===== config.mk =====
export PLATFORM = sky130hd
export DESIGN_NAME = multi_level_threshold_trigger_unit
export DESIGN_NICKNAME = d
export VERILOG_FILES = /design/src/rtl/mltt_pkg.sv /design/src/rtl/mltt_front.sv /design/src/rtl/mltt_queue.sv /design/src/rtl/mltt_back.sv /design/src/rtl/multi_level_threshold_trigger_unit.sv
export SDC_FILE = /design/constraint.sdc
export NUM_CORES = 1
export LEC_CHECK = 0
export BUFFER_PORTS_ARGS = -buffer_cell sky130_fd_sc_hd__clkbuf_2
export CAP_MARGIN = 20
export CORE_ASPECT_RATIO = 1.1
export CORE_UTILIZATION = 55
export DETAILED_ROUTE_END_ITERATION = 6
export PLACE_DENSITY = 0.76
export SKIP_CTS_REPAIR_TIMING = 1
export SYNTH_ARGS = -nofsm -noshare
export SYNTH_HDL_FRONTEND = slang
export SYNTH_SLANG_ARGS = --single-unit
export TNS_END_PERCENT = 100

===== constraint.sdc =====
create_clock -name clk -period 9.4 [get_ports clk]
set_input_delay 0 -clock clk [delete_from_list [all_inputs] [get_ports clk]]
set_output_delay 0 -clock clk [all_outputs]
set_load 0.005 [all_outputs]

===== src/rtl/mltt_pkg.sv =====
// Shared types and constants of the multi-level threshold trigger.
package mltt_pkg;

	// Field widths
	localparam int SAMPLE_W  = 16;
	localparam int GAIN_W    = 16;
	localparam int OFFSET_W  = 20;
	localparam int VAL_W     = 24;
	localparam int PROD_W    = SAMPLE_W + GAIN_W;
	localparam int LEVEL_W   = 16;
	localparam int MODE_W    = 3;
	localparam int NUM_SLOTS = 6;
	localparam int CFG_IDX_W = 3;
	localparam int CFG_DAT_W = 64;

	// Saturation bounds of the scaled value
	localparam logic signed [VAL_W:0] VAL_MAX = (VAL_W+1)'(2 ** (VAL_W - 1) - 1);
	localparam logic signed [VAL_W:0] VAL_MIN = -(VAL_W+1)'(2 ** (VAL_W - 1));

	// Reset value of the gain, 1.0 in Q7.8
	localparam logic [GAIN_W-1:0] GAIN_RESET = GAIN_W'(256);

	// Channel mode codes
	typedef enum logic [MODE_W-1:0] {
		MODE_OFF     = 3'd0,
		MODE_RISING  = 3'd1,
		MODE_FALLING = 3'd2,
		MODE_HIGH    = 3'd3,
		MODE_LOW     = 3'd4
	} mode_t;

	// Configuration register indexes
	typedef enum logic [CFG_IDX_W-1:0] {
		REG_GAIN      = 3'd0,
		REG_OFFSET    = 3'd1,
		REG_MODES     = 3'd2,
		REG_LEVELS_LO = 3'd3,
		REG_LEVELS_HI = 3'd4
	} cfg_reg_t;

	typedef logic signed [VAL_W-1:0] value_t;
	typedef logic [NUM_SLOTS-1:0][MODE_W-1:0] modes_t;
	typedef logic [NUM_SLOTS-1:0][LEVEL_W-1:0] levels_t;

endpackage


===== src/rtl/mltt_front.sv =====
// Front end: accepts samples, multiplies by the gain, shifts, adds offset, saturates.
module mltt_front import mltt_pkg::*; (
	input  logic                       clk,
	input  logic                       arst_n,
	input  logic                       in_valid,
	output logic                       in_stall,
	input  logic signed [SAMPLE_W-1:0] sample,
	input  logic signed [GAIN_W-1:0]   gain,
	input  logic signed [OFFSET_W-1:0] offset,
	output logic                       push_valid,
	input  logic                       push_ready,
	output value_t                     push_data
);

	logic                     v_s1;
	logic                     v_s2;
	logic signed [PROD_W-1:0] product_s1;
	value_t                   value_s2;
	logic                     adv1;
	logic                     adv2;
	logic signed [VAL_W-1:0]  shifted;
	logic signed [VAL_W:0]    sum;
	value_t                   value_sat;

	// Stage advance: a stage moves when it is empty or the next one takes its item
	assign adv2     = !v_s2 || push_ready;
	assign adv1     = !v_s1 || adv2;
	assign in_stall = !adv1;

	always_ff @(posedge clk or negedge arst_n) begin
		if (!arst_n) begin
			v_s1 <= 1'b0;
			v_s2 <= 1'b0;
		end else begin
			if (adv1) begin
				v_s1 <= in_valid;
			end
			if (adv2) begin
				v_s2 <= v_s1;
			end
		end
	end

	// Stage 1: product
	always_ff @(posedge clk) begin
		if (adv1 && in_valid) begin
			product_s1 <= PROD_W'(sample) * PROD_W'(gain);
		end
	end

	// Floor shift by 8 is dropping the low byte; then offset and clamp
	always_comb begin
		shifted = product_s1[PROD_W-1:PROD_W-VAL_W];
		sum     = (VAL_W+1)'(shifted) + (VAL_W+1)'(offset);
		if (sum > VAL_MAX) begin
			value_sat = VAL_MAX[VAL_W-1:0];
		end else if (sum < VAL_MIN) begin
			value_sat = VAL_MIN[VAL_W-1:0];
		end else begin
			value_sat = sum[VAL_W-1:0];
		end
	end

	// Stage 2: scaled value
	always_ff @(posedge clk) begin
		if (adv2 && v_s1) begin
			value_s2 <= value_sat;
		end
	end

	assign push_valid = v_s2;
	assign push_data  = value_s2;

endmodule


===== src/rtl/mltt_queue.sv =====
// Small FIFO of scaled values between the front and back ends.
module mltt_queue import mltt_pkg::*; #(
	parameter int DEPTH = 4
) (
	input  logic   clk,
	input  logic   arst_n,
	input  logic   push_valid,
	output logic   push_ready,
	input  value_t push_data,
	output logic   pop_valid,
	input  logic   pop_ready,
	output value_t pop_data
);

	localparam int AW = (DEPTH > 1) ? $clog2(DEPTH) : 1;
	localparam int CW = $clog2(DEPTH + 1);

	value_t        mem_q [DEPTH];
	logic [AW-1:0] wr_ptr_q;
	logic [AW-1:0] rd_ptr_q;
	logic [CW-1:0] count_q;
	logic          do_push;
	logic          do_pop;

	assign push_ready = (count_q != CW'(DEPTH));
	assign pop_valid  = (count_q != '0);
	assign do_push    = push_valid && push_ready;
	assign do_pop     = pop_valid && pop_ready;
	assign pop_data   = mem_q[rd_ptr_q];

	// Pointers and fill level
	always_ff @(posedge clk or negedge arst_n) begin
		if (!arst_n) begin
			wr_ptr_q <= '0;
			rd_ptr_q <= '0;
			count_q  <= '0;
		end else begin
			if (do_push) begin
				wr_ptr_q <= (wr_ptr_q == AW'(DEPTH - 1)) ? '0 : wr_ptr_q + 1'b1;
			end
			if (do_pop) begin
				rd_ptr_q <= (rd_ptr_q == AW'(DEPTH - 1)) ? '0 : rd_ptr_q + 1'b1;
			end
			if (do_push && !do_pop) begin
				count_q <= count_q + 1'b1;
			end else if (do_pop && !do_push) begin
				count_q <= count_q - 1'b1;
			end
		end
	end

	// Storage
	always_ff @(posedge clk) begin
		if (do_push) begin
			mem_q[wr_ptr_q] <= push_data;
		end
	end

endmodule


===== src/rtl/mltt_back.sv =====
// Back end: per-channel threshold compare against current and previous value.
module mltt_back import mltt_pkg::*; #(
	parameter int CHANNELS = 6
) (
	input  logic                 clk,
	input  logic                 arst_n,
	input  logic                 pop_valid,
	output logic                 pop_ready,
	input  value_t               pop_data,
	input  modes_t               modes,
	input  levels_t              levels,
	output logic                 out_valid,
	input  logic                 out_stall,
	output logic [NUM_SLOTS-1:0] triggers
);

	logic                 out_valid_q;
	logic [NUM_SLOTS-1:0] triggers_q;
	value_t               prev_q;
	logic                 have_prev_q;
	logic                 take;
	logic [NUM_SLOTS-1:0] hits;
	value_t               thr;

	assign pop_ready = !out_valid_q || !out_stall;
	assign take      = pop_valid && pop_ready;

	// Channel conditions, each channel on its own
	always_comb begin
		hits = '0;
		thr  = '0;
		for (int i = 0; i < NUM_SLOTS; i++) begin
			thr = VAL_W'(signed'(levels[i]));
			if (i < CHANNELS && have_prev_q) begin
				unique case (mode_t'(modes[i]))
					MODE_RISING:  hits[i] = (prev_q < thr) && (pop_data >= thr);
					MODE_FALLING: hits[i] = (prev_q > thr) && (pop_data <= thr);
					MODE_HIGH:    hits[i] = pop_data > thr;
					MODE_LOW:     hits[i] = pop_data < thr;
					default:      hits[i] = 1'b0;
				endcase
			end
		end
	end

	// Output register and history
	always_ff @(posedge clk or negedge arst_n) begin
		if (!arst_n) begin
			out_valid_q <= 1'b0;
			have_prev_q <= 1'b0;
			prev_q      <= '0;
		end else begin
			if (pop_ready) begin
				out_valid_q <= pop_valid;
			end
			if (take) begin
				have_prev_q <= 1'b1;
				prev_q      <= pop_data;
			end
		end
	end

	always_ff @(posedge clk) begin
		if (take) begin
			triggers_q <= hits;
		end
	end

	assign out_valid = out_valid_q;
	assign triggers  = triggers_q;

endmodule


===== src/rtl/multi_level_threshold_trigger_unit.sv =====
// Multi-level threshold trigger: top level with configuration registers.
//
// Usage:
//   Input channel (in_valid, in_stall, sample): one signed Q3.12 sample per
//   transfer. Output channel (out_valid, out_stall, triggers): one six-bit
//   trigger vector per sample, in sample order.
//   Configuration channel (cfg_valid, cfg_ready, cfg_index, cfg_data): index
//   0 gain, 1 offset, 2 channel modes, 3 levels of channels 0-3, 4 levels of
//   channels 4-5; other indexes are ignored. cfg_ready is always high; write
//   only while no sample is in flight.
//   Pipeline: a result passes the multiply stage, the scale/saturate stage,
//   the queue and the output register. Throughput: one sample per cycle
//   while in_stall is low, set by the single multiplier stage.
//   Reset: registers go to gain 1.0, offset 0, all channels inactive, levels
//   0; the first sample after reset yields an all-zero trigger vector.
//   Stall: a held result stays stable; the queue absorbs up to QUEUE_DEPTH
//   values plus the two front stages before in_stall rises.
module multi_level_threshold_trigger_unit import mltt_pkg::*; #(
	parameter int CHANNELS    = 6,
	parameter int QUEUE_DEPTH = 4
) (
	input  logic                       clk,
	input  logic                       arst_n,
	input  logic                       in_valid,
	output logic                       in_stall,
	input  logic signed [SAMPLE_W-1:0] sample,
	output logic                       out_valid,
	input  logic                       out_stall,
	output logic [NUM_SLOTS-1:0]       triggers,
	input  logic                       cfg_valid,
	output logic                       cfg_ready,
	input  logic [CFG_IDX_W-1:0]       cfg_index,
	input  logic [CFG_DAT_W-1:0]       cfg_data
);

	logic [GAIN_W-1:0]          gain_q;
	logic [OFFSET_W-1:0]        offset_q;
	logic [NUM_SLOTS*MODE_W-1:0] modes_q;
	logic [4*LEVEL_W-1:0]       levels_lo_q;
	logic [2*LEVEL_W-1:0]       levels_hi_q;
	logic                       push_valid;
	logic                       push_ready;
	value_t                     push_data;
	logic                       pop_valid;
	logic                       pop_ready;
	value_t                     pop_data;

	assign cfg_ready = 1'b1;

	// Configuration registers
	always_ff @(posedge clk or negedge arst_n) begin
		if (!arst_n) begin
			gain_q      <= GAIN_RESET;
			offset_q    <= '0;
			modes_q     <= '0;
			levels_lo_q <= '0;
			levels_hi_q <= '0;
		end else if (cfg_valid && cfg_ready) begin
			unique case (cfg_reg_t'(cfg_index))
				REG_GAIN:      gain_q      <= cfg_data[GAIN_W-1:0];
				REG_OFFSET:    offset_q    <= cfg_data[OFFSET_W-1:0];
				REG_MODES:     modes_q     <= cfg_data[NUM_SLOTS*MODE_W-1:0];
				REG_LEVELS_LO: levels_lo_q <= cfg_data[4*LEVEL_W-1:0];
				REG_LEVELS_HI: levels_hi_q <= cfg_data[2*LEVEL_W-1:0];
				default:       ;
			endcase
		end
	end

	mltt_front u_front (
		.clk        (clk),
		.arst_n     (arst_n),
		.in_valid   (in_valid),
		.in_stall   (in_stall),
		.sample     (sample),
		.gain       (signed'(gain_q)),
		.offset     (signed'(offset_q)),
		.push_valid (push_valid),
		.push_ready (push_ready),
		.push_data  (push_data)
	);

	mltt_queue #(
		.DEPTH (QUEUE_DEPTH)
	) u_queue (
		.clk        (clk),
		.arst_n     (arst_n),
		.push_valid (push_valid),
		.push_ready (push_ready),
		.push_data  (push_data),
		.pop_valid  (pop_valid),
		.pop_ready  (pop_ready),
		.pop_data   (pop_data)
	);

	mltt_back #(
		.CHANNELS (CHANNELS)
	) u_back (
		.clk       (clk),
		.arst_n    (arst_n),
		.pop_valid (pop_valid),
		.pop_ready (pop_ready),
		.pop_data  (pop_data),
		.modes     (modes_t'(modes_q)),
		.levels    (levels_t'({levels_hi_q, levels_lo_q})),
		.out_valid (out_valid),
		.out_stall (out_stall),
		.triggers  (triggers)
	);

endmodule


### Word level (Yosys, flattened, before mapping)

Memory sizes are Yosys's and may differ from the RTL's.
Cells that the tools add are included.

| operators by class | value |
|---|---|
| order comparisons | 38 |
| add/sub/neg operators | 5 |
| mux-type cells | 13 |
| equality and inequality tests | 31 |
| multiply operators | 1 |
| reduce and logical (&&, ||, !) cells | 36 |

Operators with widths:

| kind | number |
|---|---|
| $gt A24 B16 Y1 | 12 |
| $lt A24 B16 Y1 | 12 |
| $ge A24 B16 Y1 | 6 |
| $le A24 B16 Y1 | 6 |
| $eq A3 B2 Y1 const B | 14 |
| $mul A16 B16 Y32 | 1 |
| $add A24 B20 Y25 | 1 |
| $gt A25 B24 Y1 const B | 1 |
| $lt A25 B24 Y1 const B | 1 |
| $mux W24 | 1 |
| $pmux W1 S4 | 6 |
| $eq A3 B1 Y1 const B | 7 |
| $eq A3 B3 Y1 const B | 7 |
| $logic_and A1 B1 Y1 | 18 |
| $reduce_and A2 Y1 | 5 |
| $logic_not A1 Y1 | 7 |
| $mux W3 | 2 |
| $add A2 B1 Y2 const B | 2 |
| $eq A2 B2 Y1 const B | 2 |
| $mux W2 | 2 |
| $add A3 B1 Y3 const B | 1 |
| $logic_not A3 Y1 | 1 |
| $logic_or A1 B1 Y1 | 3 |
| $ne A3 B3 Y1 const B | 1 |
| 4 further kinds | 5 |

| word-level totals | value |
|---|---|
| memories kept | 1 |
| output and inout port bits | 9 |
| word-level logic and storage cells | 141 |
| bits of input ports | 88 |
| register bits after elaboration | 247 |
| RAM bits | 96 |

Memory list:

| memory | words | bits a word | rd ports | clocked after Yosys merged registers in | wr ports | RTL line | source |
|---|---|---|---|---|---|---|---|
| u_queue.mem_q | 4 | 24 | 1 | 0 | 1 | mltt_queue.sv:18 | `value_t mem_q [DEPTH];` |

### Logic depth before layout (Yosys ltp)

Gate-level depths: netlist of the first run.

| depth | value |
|---|---|
| depth in word-level cells | 6 |
| gate-level depth with buffers | 25 |
| depth with buffers taken out | 24 |

### Modules after synthesis

From an unflattened synthesis of the first run, not the netlist that was laid out.

| second synthesis, totals | value |
|---|---|
| cells, all modules | 2790 |
| area, all modules | 30419.2 µm² |

By module, submodules not included:

| module | times used | seq. area each (µm²) | cells each | area each (µm²) |
|---|---|---|---|---|
| mltt_front | 1 | 1491.4 | 1333 | 12714.7 |
| mltt_back | 1 | 830.8 | 971 | 8084.0 |
| multi_level_threshold_trigger_unit | 1 | 3754.9 | 323 | 5671.7 |
| mltt_queue | 1 | 3057.9 | 163 | 3948.8 |

### Worst setup path after synthesis of the first run

OpenSTA, ideal clock, no wires.

| timing | value |
|---|---|
| path kind | flip-flop to flip-flop |
| start | reg gain_q[1] |
| end | reg u_front.product_s1[31], data pin |
| buffers on the path | 1 |
| data arrival time | 6.243 ns |
| slack | 2.897 ns |
| required time | 9.140 ns |
| stages on the path, launching flop included | 24 |
| clock period less this slack | 6.503 ns |
| setup time | 0.260 ns |
| path through | dfrtp_1 > clkbuf_1 > nand2_1 > inv_1 > fa_1 > inv_1 > fa_1 > inv_1 > fa_1 > fa_1 > fa_1 > inv_1 > fa_1 > inv_1 > ha_1 > a21o_1 > a21o_1 > a21oi_1 > o21a_1 > a21oi_1 > a2111oi_2 > a21oi_1 > a21oi_1 > xnor2_1 |

| on the way | value |
|---|---|
| cells in the longest elaborated chain, start to end | 1 |

Ends and longest elaborated chain:

| element | RTL line | source |
|---|---|---|
| start: declaration | multi_level_threshold_trigger_unit.sv:36 | `logic [GAIN_W-1:0] gain_q;` |
| start signal: assignment | multi_level_threshold_trigger_unit.sv:60 | `REG_GAIN: gain_q <= cfg_data[GAIN_W-1:0];` |
| $mul A16 B16 Y32 | mltt_front.sv:47 | `product_s1 <= PROD_W'(sample) * PROD_W'(gain);` |
| end signal: assignment | mltt_front.sv:47 |  |
| end: declaration | mltt_front.sv:17 | `logic signed [PROD_W-1:0] product_s1;` |

No other way between the ends.
A chain may end at the register's enable or synchronous reset.

### Worst setup path in the final report of the first run

Ends and elaborated chain as after synthesis.

==> run_results.csv, run 1 <==
group,metric,value,unit
timing,skew,0.0261,ns
global_routing,grt_pass1_vias,23800,
yosys,synthDominantCellAreaShare,17.4,%
worst_setup_path,endpoint_kind,"flop",
worst_setup_path,crit_required,9.71,ns
die,fp.dieH,248,um
yosys,synth_flop_cell,"dfrtp_1",
detailed_routing,viasPerCell,5.92,
cts,cts_num_sinks,335,
die,num_rows,89,
final_layout,antenna_cells,0,
yosys,netlist_area,30300,um2
worst_setup_path,cp_max_fo,17,
timing,worst_slew_pin_slew,1.44,ns
yosys,synthCells,2876,
worst_setup_path,critical_path_class,"flop to flop",
yosys,synth_top_family_by_area,"adder cells",
yosys,ys_seq_area_share,30.2,%
yosys,synth_area_leaders,"fa_1 17%, ha_1 16%, dfrtp_1 15%, edfxtp_1 15%, inv_1 5.6%",
final_layout,final_nets,3777,
worst_setup_path,start_kind,"flop",
cts,clk_latency,0.59,ns
detailed_routing,num_vias,22400,
placed_design,portBuffers,95,
detailed_routing,routedWlPerCell,21.4,um
die,core,54000,um2
timing,final.setup.tns,0,ns
die,die-area,56000,um2
placed_design,hpwl,60600,um
timing,period_share,74.7,%
yosys,yosys_register_bits,335,
run_status,violations,"hold timing",
yosys,syn_nets,3624,
worst_setup_path,r2r_start,"gain_q[1]",
worst_setup_path,cp_data_arrival_time,7.33,ns
timing,whs,-0.0104,ns
cts,h-tree-depth,2,
final_layout,fin_util,62.3,%
worst_setup_path,r2r_end,"u_front.product_s1[31]",
global_routing,antenna_found_initial,5,
yosys,ys_warn_count,0,
hold_path,hold_class,"primary input to async pin",
global_routing,grt_pass1_wl,127000,um
yosys,synth_compound_area_share,9.17,%
timing,relSlewSlack,4.02,%
die,die_w,226,um
final_layout,ff_latch_area,9140,um2
yosys,synth_edf_count,150,
cts,clkTransAtPathRegs,0.07,ns
placed_design,finalWeightedCongestion,0.946,
cts,cts_tree,"built",
timing,max_freq,0.142,GHz
worst_setup_path,rr_worst_depth,22,
detailed_routing,totalWireLength,81200,um
yosys,yosysMostFrequentCell,"inv_1",
timing,setup_slack,2.38,ns
yosys,synthSimpleGateAreaFrac,12.0,%
cts,numCtsBuffers,39,
run_status,status,"finished, violations left",
final_layout,n_fill_cell,4238,
timing,hold_viol,5,
cts,cts.path.max_buffers,3,
detailed_routing,drcViolationCount,0,
yosys,synth.largest_area_cell,"fa_1",
run,cap_violations,0,
timing,setup_violations,0,
yosys,synth-xor-area-share,1.65,%
die,boundaryPins,97,
yosys,muxShareOfSynthArea,6.58,%
detailed_routing,drt_pass1_iterations,5,
global_routing,grt_usage,30.0,%
placed_design,post-place-ws,2.38,ns
final_layout,multiInputGateArea,19300,um2
timing,fin_crit,7.02,ns
detailed_routing,drt_iter0_markers,1295,
yosys,ys_async_sr_fraction,55.2,%
yosys,synthAdderAreaFrac,33.9,%
worst_setup_path,r2r_slack,2.38,ns
final_layout,drive_gt1_share,11.6,%
global_routing,grt_overflow_total,0,
timing,rsz0062_at_grt,"no",
yosys,synthTopCellsByCount,"450 x inv_1, 397 x ha_1, 284 x nand2_1, 263 x fa_1, 184 x dfrtp_1",
cts,cts_root_buffer,"clkbuf_16",
detailed_routing,drtAntennaViolNets,0,
timing,drv_slew,0,
global_routing,grt_start_max_net_pins,72,
final_layout,areaGrowthSynthToFinish,11.1,%
yosys,avgSynthCellArea,10.5,um2
yosys,synth_cell_types,79,
die,initial_utilization,56.1,%
sequential cells by signal, summed over array words and instances (netlist names), 3 cells and up:
name and count:
u_back.triggers 6, u_front.product_s1 24, offset_q 20, u_front.push_data 24, gain_q 16, levels_lo_q 64, u_back.prev_q 24, u_queue.mem_q 96
levels_hi_q 32, modes_q 18, u_queue.count_q 3
logic make-up (layout without fill, tap and decap cells):
logic type	Yosys count	after routing
buf+inv	517	700
flops	335	335
other cells	1	1
simple gates	729	729
xor+xnor	55	55
compound gates	421	421
mux	154	154
fa+ha+maj	664	664
layer usage:
| metal | share of wire (%) | vias to the layer above | global-route usage [%] |
|---|---|---|---|
| met1 | 37 | 11200 | 33.5 |
| met3 | 5.9 | 301 | 4.16 |
| met5 | 0 | - | 0 |
| li1 | - | 10100 | - |
| met4 | 7.4 | 0 | 20.3 |
| met2 | 50 | 849 | 53.2 |
worst max-delay path by stage:
stage                     slack [ns]                      to  cells after the start      start
final                           2.38  u_front.product_s1[31]                     22  gain_q[1]
after global routing            1.96  u_front.product_s1[31]                     22  gain_q[2]
after CTS                       2.38  u_front.product_s1[31]                     22  gain_q[1]
after detailed placement        2.38  u_front.product_s1[31]                     22  gain_q[1]
after global placement          2.50  u_front.product_s1[31]                     22  gain_q[1]
after floorplan                 2.90  u_front.product_s1[31]                     23  gain_q[1]
worst max-delay path: stages, from the launching register on:
cell and delay, ns:
dfrtp_1 0.67, nand2_1 0.18, inv_1 0.16, fa_1 0.42, inv_1 0.23, fa_1 0.51
inv_1 0.41, fa_1 0.50, fa_1 0.48, fa_1 0.54, inv_1 0.05, fa_1 0.54
inv_1 0.05, ha_1 0.34, a21o_1 0.18, a21o_1 0.17, a21oi_1 0.14, o21a_1 0.15
a21oi_1 0.08, a2111oi_2 0.50, a21oi_1 0.17, a21oi_1 0.20, xnor2_1 0.08
layout make-up:
class	instances	share of cell area, %
Clock buffer	43	3.00
Clock inverter	28	1.13
Tap cell	728	2.71
Multi-Input combinational cell	2024	57.2
Inverter	450	5.02
Timing Repair Buffer	179	3.81
Sequential cell	335	27.1
metrics by stage:
step	instances	instance area, um2
6_report	3787	33700
3_5_place_dp	3649	31600
4_1_cts	3720	33000
3_3_place_gp	3649	31600
2_1_floorplan	2876	30300
5_1_grt	3787	33700
cell usage in the layout, fill, tap and decap left out, drive strengths merged, types with 58 or more instances in the layout:
| cell | synthesis | final |
|---|---|---|
| nor2 | 79 | 79 |
| edfxtp | 150 | 150 |
| o21ai | 98 | 98 |
| mux2 | 122 | 122 |
| dfrtp | 184 | 184 |
| nand2 | 285 | 285 |
| clkbuf | 58 | 138 |
| ha | 397 | 397 |
| nand4 | 58 | 58 |
| fa | 263 | 263 |
| inv | 450 | 455 |
| a21o | 68 | 68 |
| a21oi | 120 | 120 |
| and2 | 129 | 129 |
| dlygate4sd3 | 0 | 67 |
Power of run 1 is left out: the tool's default activity adds up to more than one toggle a clock period on the data nets, which glitch-free logic cannot reach.
==> run 2, diff against run 1 <==
clock period = 7.25 ns   (was 9.4 ns; I/O delays follow)
==> run 2 against run 1 <==
The run now ends clean. Worst setup slack got worse by 2.0 ns. Design area grew 0.66%. First-iteration DRC count increased by 9.5%. Clock skew about the same. Critical endpoint unchanged. Highest routed layer unchanged.
==> run_results.csv, run 2 (synthesized netlist as in run 1, its figures left out) <==
group,metric,value,unit
cts,clk_latency,0.60,ns
final_layout,final_nets,3797,
timing,setup_slack,0.394,ns
detailed_routing,drt_pass1_iterations,5,
final_layout,largest_reg_flops,96,
global_routing,grt_start_max_net_pins,124,
detailed_routing,num_vias,22500,
die,initial_utilization,56.1,%
final_layout,reg_top3,"u_queue.mem_q x96, levels_lo_q x64, levels_hi_q x32",
placed_design,postPlaceCellArea,31700,um2
final_layout,drive_gt1_share,12.3,%
timing,final.setup.tns,0,ns
placed_design,post-place-ws,0.412,ns
die,num_rows,89,
cts,h-tree-depth,2,
final_layout,most-common-layout-cells,"449 x inv_1, 397 x ha_1, 284 x nand2_1, 263 x fa_1, 181 x dfrtp_1",
run,cap_violations,0,
final_layout,postLayoutCellArea,33900,um2
global_routing,grt_usage,30.4,%
hold_path,hold_path.startpoint,"cfg_index[0]",
detailed_routing,totalWireLength,82900,um
hold_path,hold_class,"primary input to flop",
die,die_w,226,um
global_routing,antenna_found_initial,4,
timing,worst_slew_pin_slew,1.12,ns
worst_setup_path,cp_data_arrival_time,7.17,ns
worst_setup_path,endpoint_kind,"flop",
timing,max_freq,0.146,GHz
final_layout,multiInputGateArea,19300,um2
worst_setup_path,path_cells,"nand2_1, fa_1, inv_1, fa_1, inv_1, fa_1, inv_1, fa_1, fa_1, inv_1, fa_1, inv_1, ha_1, and3_1, nand3_1, and4b_1, o21ai_1, a21oi_1, a2111oi_2, a21oi_1, a21oi_1, xnor2_1",
worst_setup_path,cpPeakStageDelay,0.76,ns
global_routing,grt_pass1_vias,23700,
global_routing,grt_overflow_total,0,
run_status,status,"completed",
detailed_routing,routedWlPerCell,21.8,um
timing,setup_violations,0,
final_layout,final_common_cell,"inv_1",
worst_setup_path,path_common_cell,"fa_1",
hold_path,holdPathStages,4,
final_layout,n_fill_cell,4251,
worst_setup_path,r2r_start,"gain_q[8]",
worst_setup_path,cpMaxStageDelayCell,"dfstp_2",
worst_setup_path,r2r_slack,0.39,ns
cts,cts.path.max_buffers,3,
die,fp.dieH,248,um
placed_design,hpwl,61100,um
detailed_routing,drt_iter0_markers,1418,
placed_design,finalWeightedCongestion,0.934,
hold_path,min_to,"modes_q[15]",
die,boundaryPins,97,
detailed_routing,drtAntennaViolNets,0,
timing,skew,0.0258,ns
timing,whs,0.114,ns
die,core,54000,um2
worst_setup_path,critical_path_class,"flop to flop",
worst_setup_path,rr_worst_depth,22,
cts,cts_num_sinks,335,
worst_setup_path,cp_max_fo,17,
detailed_routing,drcViolationCount,0,
worst_setup_path,worst-path-buf-inv,5,
worst_setup_path,start_kind,"flop",
worst_setup_path,r2r_end,"u_front.product_s1[31]",
placed_design,portBuffers,95,
timing,hold_viol,0,
die,die-area,56000,um2
worst_setup_path,critPathTopFamily,"adder cells",
detailed_routing,viasPerCell,5.90,
timing,drv_slew,0,
cts,numCtsBuffers,41,
timing,fin_crit,6.86,ns
cts,cts_root_buffer,"clkbuf_16",
timing,period_share,94.6,%
final_layout,regMostFlops,"u_queue.mem_q",
cts,clkTransAtPathRegs,0.06,ns
cts,cts_tree,"built",
timing,relSlewSlack,25.0,%
global_routing,grt_pass1_wl,128000,um
final_layout,ff_latch_area,9140,um2
timing,rsz0062_at_grt,"no",
final_layout,areaGrowthSynthToFinish,11.9,%
worst_setup_path,crit_required,7.57,ns
-- run 2: cell types whose count changed in the layout (fill, tap and decap cells not counted), sizes merged --
cell	previous run	this run
buf	17	34
clkinv	10	15
clkbuf	138	142
clkinvlp	7	4
bufinv	6	4
diode	0	1
dlygate4sd3	67	68
inv	455	456
-- run 2: worst reg2reg max path: cells and delay by family, from the launching register on --
| kind | cells | cell delay (ns) |
|---|---|---|
| and+or+nand+nor | 4 | 0.70 |
| adders and majority gates | 7 | 3.49 |
| DFF | 1 | 0.76 |
| buffers and inverters | 5 | 0.27 |
| AOI/OAI and AO/OA | 5 | 1.29 |
| xor gates and xnor gates | 1 | 0.10 |
-- run 2: per-stage QoR --
stage / util [%] / instances
after detailed placement: 58.6 / 3658
after global routing: 62.7 / 3810
final: 62.7 / 3811
after floorplan: - / 2876
after CTS: 61.2 / 3734
after global placement: 58.6 / 3657
-- run 2: layout make-up --
| class | instances | share of cell area (%) |
|---|---|---|
| antenna | 1 | 0.00738 |
| clock buffer | 47 | 3.15 |
| clock inverter | 29 | 0.990 |
| inverter | 450 | 5.00 |
| multi-input combinational | 2024 | 56.8 |
| sequential | 335 | 27.0 |
| tap | 728 | 2.69 |
| timing repair buffer | 197 | 4.38 |
-- run 2: layer usage --
layer	track usage, %	part of all wire, %
met1	35.2	37
met2	53.0	50
met3	4.21	6.1
met4	19.5	7.2
met5	0	0
-- run 2: worst max path at each step --
stage	startpoint	endpoint	slack (ns)	cells after the start
global placement	gain_q[6]	u_front.product_s1[31]	0.56	20
CTS	gain_q[12]	u_front.product_s1[31]	0.39	22
floorplan	gain_q[1]	u_front.product_s1[31]	0.75	23
detailed placement	gain_q[8]	u_front.product_s1[31]	0.41	22
global route	gain_q[8]	u_front.product_s1[31]	0.02	22
finish	gain_q[8]	u_front.product_s1[31]	0.39	22
Power of run 2 is left out for the same reason.
